**config.mk**
```make
export PLATFORM = sky130hd
export DESIGN_NAME = mandelbrot_escape_time
export DESIGN_NICKNAME = d
export VERILOG_FILES = /design/src/hdl/mbr_pkg.sv /design/src/hdl/mbr_mac.sv /design/src/hdl/mbr_seq.sv /design/src/hdl/mandelbrot_escape_time.sv
export SDC_FILE = /design/constraint.sdc
export NUM_CORES = 2
export LEC_CHECK = 0
export ABC_AREA = 0
export BUFFER_PORTS_ARGS = -buffer_cell sky130_fd_sc_hd__buf_2
export CORE_ASPECT_RATIO = 0.7
export CORE_MARGIN = 1
export CORE_UTILIZATION = 45
export CTS_BUF_LIST = sky130_fd_sc_hd__clkbuf_8
export CTS_CLUSTER_DIAMETER = 100
export CTS_CLUSTER_SIZE = 16
export DETAILED_ROUTE_END_ITERATION = 8
export REMOVE_ABC_BUFFERS = 1
export SYNTH_ARGS = -nofsm -noshare
export SYNTH_HDL_FRONTEND = slang
export SYNTH_SLANG_ARGS = --single-unit
export TNS_END_PERCENT = 5
```
**constraint.sdc**
```tcl
create_clock -name clk -period 16.6 [get_ports clk]
set_input_delay 3.32 -clock clk [delete_from_list [all_inputs] [get_ports clk]]
set_output_delay 3.32 -clock clk [all_outputs]
set_load 0.03 [all_outputs]
```
**src/hdl/mbr_pkg.sv**
```systemverilog
package mbr_pkg;

    // Q4.60 fixed point for the c and z components
    localparam int unsigned FRAC_BITS = 60;

    // |z|^2 escape bound: 4.0 at 2*FRAC_BITS fraction bits
    localparam logic [127:0] ESC_THRESH = 128'd1 << (2 * FRAC_BITS + 2);

    localparam logic [12:0] LIMIT_CAP   = 13'd4096;
    localparam logic [12:0] LIMIT_RESET = 13'd64;

    // Last step of one 64x64 product on the shared multiplier
    localparam logic [2:0] STEP_CAPTURE = 3'd5;
    localparam logic [2:0] STEP_ISSUES  = 3'd4;

    typedef enum logic [2:0] {
        ST_IDLE,
        ST_MUL,
        ST_CHECK,
        ST_DIFF,
        ST_UPDATE,
        ST_MAG,
        ST_DONE
    } mbr_state_t;

    typedef enum logic [1:0] {
        PROD_RR,
        PROD_II,
        PROD_RI
    } mbr_prod_t;

    typedef struct packed {
        logic      idle;
        logic      mul_active;
        logic      mac_issue;
        logic [1:0] mac_sel;
        logic      mac_clr;
        logic      cap_en;
        mbr_prod_t cap_idx;
        logic      diff_en;
        logic      upd_en;
        logic      done;
    } mbr_ctrl_t;

    // Magnitude of a two's complement word; -2^63 gives 2^63 unsigned
    function automatic logic [63:0] mag64(input logic [63:0] v);
        return v[63] ? (64'd0 - v) : v;
    endfunction

    // Clamp a 128-bit signed value to the 64-bit signed range
    function automatic logic [63:0] sat64(input logic [127:0] v);
        logic [63:0] r;
        if (v[127:63] == {65{v[63]}})
        begin
            r = v[63:0];
        end
        else if (v[127])
        begin
            r = {1'b1, 63'd0};
        end
        else
        begin
            r = {1'b0, {63{1'b1}}};
        end
        return r;
    endfunction

endpackage

```
**src/hdl/mbr_mac.sv**
```systemverilog
module mbr_mac (
    input  logic         clk,
    input  logic         rst_n,
    input  logic         issue,
    input  logic [1:0]   sel,
    input  logic         clr,
    input  logic [63:0]  a,
    input  logic [63:0]  b,
    output logic [127:0] acc
);
    import mbr_pkg::*;

    logic [31:0]  a_half;
    logic [31:0]  b_half;
    logic [63:0]  prod_reg;
    logic [1:0]   shamt_reg;
    logic         pvld_reg;
    logic [127:0] acc_reg;
    logic [127:0] acc_next;
    logic [127:0] shifted;

    // sel[1] picks the upper half of a, sel[0] the upper half of b
    assign a_half = sel[1] ? a[63:32] : a[31:0];
    assign b_half = sel[0] ? b[63:32] : b[31:0];

    // 32x32 partial product, registered
    always_ff @(posedge clk)
    begin
        prod_reg  <= a_half * b_half;
        shamt_reg <= {1'b0, sel[1]} + {1'b0, sel[0]};
    end

    always_ff @(posedge clk or negedge rst_n)
    begin
        if (!rst_n)
        begin
            pvld_reg <= 1'b0;
        end
        else
        begin
            pvld_reg <= issue;
        end
    end

    // align the partial product by 32-bit words
    always_comb
    begin
        case (shamt_reg)
            2'd0:    shifted = {64'd0, prod_reg};
            2'd1:    shifted = {32'd0, prod_reg, 32'd0};
            2'd2:    shifted = {prod_reg, 64'd0};
            default: shifted = 128'd0;
        endcase
    end

    always_comb
    begin
        acc_next = acc_reg;
        if (clr)
        begin
            acc_next = 128'd0;
        end
        else if (pvld_reg)
        begin
            acc_next = acc_reg + shifted;
        end
    end

    always_ff @(posedge clk)
    begin
        acc_reg <= acc_next;
    end

    assign acc = acc_reg;

endmodule

```
**src/hdl/mbr_seq.sv**
```systemverilog
module mbr_seq (
    input  logic              clk,
    input  logic              rst_n,
    input  logic              start,
    input  logic              below_thresh,
    input  logic [12:0]       limit,
    input  logic              out_free,
    output mbr_pkg::mbr_ctrl_t ctrl,
    output logic [12:0]       count
);
    import mbr_pkg::*;

    mbr_state_t state_reg;
    mbr_state_t state_next;
    mbr_prod_t  prod_reg;
    mbr_prod_t  prod_next;
    logic [2:0] step_reg;
    logic [2:0] step_next;
    logic [12:0] count_reg;
    logic [12:0] count_next;

    // next state
    always_comb
    begin
        state_next = state_reg;
        prod_next  = prod_reg;
        step_next  = step_reg;
        count_next = count_reg;
        case (state_reg)
            ST_IDLE:
            begin
                if (start)
                begin
                    state_next = ST_MUL;
                    prod_next  = PROD_RR;
                    step_next  = 3'd0;
                    count_next = 13'd0;
                end
            end
            ST_MUL:
            begin
                if (step_reg == STEP_CAPTURE)
                begin
                    step_next = 3'd0;
                    case (prod_reg)
                        PROD_RR: prod_next  = PROD_II;
                        PROD_II: state_next = ST_CHECK;
                        PROD_RI: state_next = ST_DIFF;
                        default: state_next = ST_IDLE;
                    endcase
                end
                else
                begin
                    step_next = step_reg + 3'd1;
                end
            end
            ST_CHECK:
            begin
                if (!below_thresh || (count_reg >= limit))
                begin
                    state_next = ST_DONE;
                end
                else
                begin
                    state_next = ST_MUL;
                    prod_next  = PROD_RI;
                    step_next  = 3'd0;
                end
            end
            ST_DIFF:
            begin
                state_next = ST_UPDATE;
            end
            ST_UPDATE:
            begin
                state_next = ST_MAG;
                count_next = count_reg + 13'd1;
            end
            ST_MAG:
            begin
                state_next = ST_MUL;
                prod_next  = PROD_RR;
                step_next  = 3'd0;
            end
            ST_DONE:
            begin
                if (out_free)
                begin
                    state_next = ST_IDLE;
                end
            end
            default:
            begin
                state_next = ST_IDLE;
            end
        endcase
    end

    always_ff @(posedge clk or negedge rst_n)
    begin
        if (!rst_n)
        begin
            state_reg <= ST_IDLE;
            prod_reg  <= PROD_RR;
            step_reg  <= 3'd0;
            count_reg <= 13'd0;
        end
        else
        begin
            state_reg <= state_next;
            prod_reg  <= prod_next;
            step_reg  <= step_next;
            count_reg <= count_next;
        end
    end

    // outputs
    always_comb
    begin
        ctrl            = '0;
        ctrl.idle       = (state_reg == ST_IDLE);
        ctrl.mul_active = (state_reg == ST_MUL);
        ctrl.mac_issue  = (state_reg == ST_MUL) && (step_reg < STEP_ISSUES);
        ctrl.mac_sel    = step_reg[1:0];
        ctrl.mac_clr    = (state_reg == ST_IDLE)
                          || ((state_reg == ST_MUL) && (step_reg == STEP_CAPTURE));
        ctrl.cap_en     = (state_reg == ST_MUL) && (step_reg == STEP_CAPTURE);
        ctrl.cap_idx    = prod_reg;
        ctrl.diff_en    = (state_reg == ST_DIFF);
        ctrl.upd_en     = (state_reg == ST_UPDATE);
        ctrl.done       = (state_reg == ST_DONE) && out_free;
    end

    assign count = count_reg;

endmodule

```
**src/hdl/mandelbrot_escape_time.sv**
```systemverilog
// Each iteration: products zr*zr and zi*zi, the escape check, zr*zi, then diff, update, mag.
// One 32x32 multiplier builds each 64x64 product from partial products; 3 products per update.
// Throughput: one point at a time; no new point is taken while one is in progress.
// The next point is taken while the previous result still waits on the output.
// Reset: asynchronous, active low; the iteration limit returns to 64, output empty.
module mandelbrot_escape_time (
    input  logic         clk,
    input  logic         rst_n,
    input  logic         cfg_valid,
    output logic         cfg_ready,
    input  logic [12:0]  cfg_data,     // max_iterations
    input  logic         s_tvalid,
    output logic         s_tready,
    input  logic [127:0] s_tdata,      // [63:0] c_real, [127:64] c_imag
    output logic         m_tvalid,
    input  logic         m_tready,
    output logic [15:0]  m_tdata       // [11:0] escape_count, [15:12] zero
);
    import mbr_pkg::*;

    mbr_ctrl_t    ctrl;
    logic [12:0]  count;
    logic [12:0]  max_it_reg;
    logic [12:0]  limit;
    logic         start;
    logic         below_thresh;
    logic         out_free;

    logic [63:0]  cr_reg;
    logic [63:0]  ci_reg;
    logic [63:0]  zr_reg;
    logic [63:0]  zi_reg;
    logic [63:0]  zr_mag_reg;
    logic [63:0]  zi_mag_reg;
    logic [127:0] rr_reg;
    logic [127:0] ii_reg;
    logic [127:0] ri_reg;
    logic signed [127:0] diff_reg;
    logic signed [127:0] ris_reg;
    logic signed [127:0] nr_sh;
    logic signed [127:0] ni_sh;
    logic [127:0] nr_sum;
    logic [127:0] ni_sum;
    logic [127:0] mag_sum;
    logic [127:0] acc;
    logic [63:0]  op_a;
    logic [63:0]  op_b;
    logic         m_tvalid_reg;
    logic [11:0]  esc_reg;

    // configuration register
    assign cfg_ready = 1'b1;

    always_ff @(posedge clk or negedge rst_n)
    begin
        if (!rst_n)
        begin
            max_it_reg <= LIMIT_RESET;
        end
        else if (cfg_valid && cfg_ready)
        begin
            max_it_reg <= cfg_data;
        end
    end

    assign limit = (max_it_reg > LIMIT_CAP) ? LIMIT_CAP : max_it_reg;

    assign s_tready = ctrl.idle;
    assign start    = s_tvalid && s_tready;
    assign out_free = !m_tvalid_reg || m_tready;

    mbr_seq u_seq (
        .clk          (clk),
        .rst_n        (rst_n),
        .start        (start),
        .below_thresh (below_thresh),
        .limit        (limit),
        .out_free     (out_free),
        .ctrl         (ctrl),
        .count        (count)
    );

    // operand select for the shared multiplier
    always_comb
    begin
        case (ctrl.cap_idx)
            PROD_RR:
            begin
                op_a = zr_mag_reg;
                op_b = zr_mag_reg;
            end
            PROD_II:
            begin
                op_a = zi_mag_reg;
                op_b = zi_mag_reg;
            end
            PROD_RI:
            begin
                op_a = zr_mag_reg;
                op_b = zi_mag_reg;
            end
            default:
            begin
                op_a = 64'd0;
                op_b = 64'd0;
            end
        endcase
    end

    mbr_mac u_mac (
        .clk   (clk),
        .rst_n (rst_n),
        .issue (ctrl.mac_issue),
        .sel   (ctrl.mac_sel),
        .clr   (ctrl.mac_clr),
        .a     (op_a),
        .b     (op_b),
        .acc   (acc)
    );

    // escape test on |z|^2
    assign mag_sum      = rr_reg + ii_reg;
    assign below_thresh = (mag_sum < ESC_THRESH);

    // new z, rounded toward minus infinity
    assign nr_sh  = diff_reg >>> FRAC_BITS;
    assign ni_sh  = ris_reg >>> (FRAC_BITS - 1);
    assign nr_sum = nr_sh + {{64{cr_reg[63]}}, cr_reg};
    assign ni_sum = ni_sh + {{64{ci_reg[63]}}, ci_reg};

    // datapath registers
    always_ff @(posedge clk)
    begin
        if (start)
        begin
            cr_reg     <= s_tdata[63:0];
            ci_reg     <= s_tdata[127:64];
            zr_reg     <= 64'd0;
            zi_reg     <= 64'd0;
            zr_mag_reg <= 64'd0;
            zi_mag_reg <= 64'd0;
        end
        else
        begin
            zr_mag_reg <= mag64(zr_reg);
            zi_mag_reg <= mag64(zi_reg);
            if (ctrl.upd_en)
            begin
                zr_reg <= sat64(nr_sum);
                zi_reg <= sat64(ni_sum);
            end
        end
        if (ctrl.cap_en)
        begin
            case (ctrl.cap_idx)
                PROD_RR: rr_reg <= acc;
                PROD_II: ii_reg <= acc;
                PROD_RI: ri_reg <= acc;
                default: ri_reg <= acc;
            endcase
        end
        if (ctrl.diff_en)
        begin
            diff_reg <= rr_reg - ii_reg;
            ris_reg  <= (zr_reg[63] ^ zi_reg[63]) ? (128'd0 - ri_reg) : ri_reg;
        end
    end

    // result register
    always_ff @(posedge clk or negedge rst_n)
    begin
        if (!rst_n)
        begin
            m_tvalid_reg <= 1'b0;
        end
        else if (ctrl.done)
        begin
            m_tvalid_reg <= 1'b1;
        end
        else if (m_tready)
        begin
            m_tvalid_reg <= 1'b0;
        end
    end

    always_ff @(posedge clk)
    begin
        if (ctrl.done)
        begin
            esc_reg <= (count < limit) ? count[11:0] : 12'd0;
        end
    end

    assign m_tvalid = m_tvalid_reg;
    assign m_tdata  = {4'd0, esc_reg};

`ifndef ASSERT_OFF
    a_busy_after_accept: assert property (@(posedge clk) disable iff (!rst_n)
        (s_tvalid && s_tready) |=> !s_tready)
        else $error("input taken while a point is in progress");

    a_mag_fresh: assert property (@(posedge clk) disable iff (!rst_n)
        ctrl.mul_active |-> ((zr_mag_reg == mag64(zr_reg)) && (zi_mag_reg == mag64(zi_reg))))
        else $error("multiplier operands stale");

    a_count_range: assert property (@(posedge clk) disable iff (!rst_n)
        ctrl.done |-> (count <= limit))
        else $error("update count passed the limit");

    a_result_below_limit: assert property (@(posedge clk) disable iff (!rst_n)
        m_tvalid |-> ((esc_reg == 12'd0) || ({1'b0, esc_reg} < limit)))
        else $error("escape count not below the limit");
`endif

endmodule

```
==> results.ini <==
[outcome]
outcome = finished, final reports clean

[timing]
setup_viol = 0
worst_pin_slew_ps = 1398
slew_viol_final = 0
tns_ps = 0
finalCriticalPeriod_ps = 11610
fin_crit_sh_pct = 69.91
rsz0062_at_grt = no
fmax_ghz = 0.08616
clock_skew_ps = 103.1
hold_viol = 0
slew_headroom_pct = 5.617

[critical_path]
crit_path_frequent_cell = fa_1
cp_slowest_cell = ha_2
slowest_delay_ps = 810
worstPathMaxFanout = 35
critPathLaunchType = flip-flop
end_kind = flip-flop
critPathRequiredTime_ps = 17450
cp_data_arrival_time_ps = 12460
critPathKind = flip-flop to flip-flop

[min_path]
min_path_type = flip-flop to flip-flop

[route]
drc = 0
met2_length_um = 147900
routed_wl_um = 400800
wl_per_cell_um = 28.86
vias = 84790
m1WireLength_um = 182700
ant_nets = 0
dr_wl_met3_um = 54490
vias_per_cell = 6.104
routed.top_layer = met5
drtPass1Iterations = 8
drtIter0Drc = 11080

[floorplanning]
die_area_sq_mm = 0.2267
pin_count = 165
core-area_sq_mm = 0.2232
start_util_pct = 45.32
die_w_um = 568.6
rows = 145
die_h_um = 398.6

[layout]
area_delta_synth_final_pct = 5.742
layout_commonest_cell = nor2_1
nets = 12710
drive_above_1_share_pct = 5.315
final_cell_mix = 1359 x nor2_1, 1265 x inv_1, 948 x nand2_1

[clock_network]
cts_hold_buf = 0
cts.sinks = 1147
htree_levels = 3
cts_tree = yes
path_clk_slew_ps = 120
numCtsBuffers = 84
clk_latency_ps = 920
clock_path_buffers = 3
cts_resized = 0
cts_setup_buffers = 0
clock-root-buffer = clkbuf_8

[synthesis]
yosys_warnings = 0
synth.top_cells.by_area = edfxtp_1 20%, fa_1 18%, ha_1 9.9%
avgSynthCellArea_sq_um = 9.192
yosysUniqueCellTypes = 90
ys_seq_area_share_pct = 29.43
synth_edf_count = 661
async_flop_share_pct = 3.139
postSynthCellCount = 11000
synth_seq_cells = 1147
synth.top_cell.area_share_pct = 19.63
synth_flop_cell = edfxtp_1
netlist_area_sq_mm = 0.1011
yosys.area.top_type = edfxtp_1

[place]
routabilityCongestion = 1.076
numPortBuffers = 159
dp_hpwl_um = 320300

[global_route]
grt_pass1_wl_um = 572900
grt_usage_pct = 34.87
grt_max_degree = 104
grt_overflow = 0
grt_pass1_vias = 80280
antenna_found_initial = 25

[flow_run]
maxCapViolCount = 0

## metrics by stage
stage	hold slack, ps	instance area [sq um]	utilization [%]	setup slack [ps]	std cells
floorplan	450.9	98980	-	1387	10440
global placement	483.0	105300	47.19	5407	13710
detailed placement	489.2	105300	47.19	5321	13710
CTS	425.8	106900	47.90	5261	13870
global route	448.6	106900	47.92	4786	13890
finish	435.8	106900	47.92	4994	13890
## routing by layer
metal	global-route usage, %	vias up
met2	44.60	4815
met3	12.41	588
li1	-	37140
met1	52.99	42250
met5	0	-
met4	11.76	2
## kinds of logic (layout without fill, tap and decap cells)
logic type / count (synthesis) / in the layout / synth area share, %
AOI/OAI and AO/OA: 2365 / 2365 / 15.23
muxes: 161 / 161 / 1.610
xor gates and xnor gates: 570 / 570 / 4.936
other: 2 / 24 / 0.007426
buffers and inverters: 1780 / 1706 / 6.633
and+or+nand+nor: 3276 / 3276 / 14.44
DFF: 1147 / 1147 / 29.43
adders and majority gates: 1701 / 1701 / 27.72
## worst max-delay path, delay by kind of cell, from the launching register on
family / cells / cell delay [ps]
XOR/XNOR: 1 / 160
AND/OR/NAND/NOR: 8 / 2060
flip-flops: 1 / 450
buffers and inverters: 7 / 1050
adder cells (fa/ha/maj): 10 / 5240
AO/OA/AOI/OAI: 9 / 2510
## area by class of cell
cell class	count	area, sq um
Sequential cell	1147	29770
Clock inverter	70	382.9
Tap cell	2940	3679
Antenna cell	19	47.55
Fill cell	21100	116200
Multi-Input combinational cell	8078	65160
Clock buffer	87	1197
Timing Repair Buffer	339	2147
Inverter	1210	4549
## synthesized netlist by cell type (all sizes together) (83+ instances only)
library cell,n
nor3,166
nand2,948
xor2,286
o21ai,444
dfxtp,450
inv,1209
o21bai,132
and2,93
clkbuf,531
a211oi,155
nor2,1362
mux2i,148
xnor2,284
fa,899
a21o,272
o31ai,83
nor2b,89
edfxtp,661
a21oi,670
nand3,120
nand4,149
ha,802
## final timing paths
check / cells after the start / end / slack (ps) / from
min in group asynchronous: 1 / u_seq.step_reg[0] / 2620 / rst_n
hold / removal: 1 / u_mac.pvld_reg / 440 / u_seq.step_reg[2]
setup reg to reg: 35 / u_mac.prod_reg[62] / 4990 / u_seq.prod_reg[1]
hold reg to reg: 1 / u_mac.pvld_reg / 440 / u_seq.step_reg[2]
max in group asynchronous: 1 / u_seq.step_reg[1] / 13070 / rst_n
setup / recovery: 35 / u_mac.prod_reg[62] / 4990 / u_seq.prod_reg[1]
Power is not shown: default switching activity piles up to over one toggle a cycle in this logic, so the estimate is an artifact.
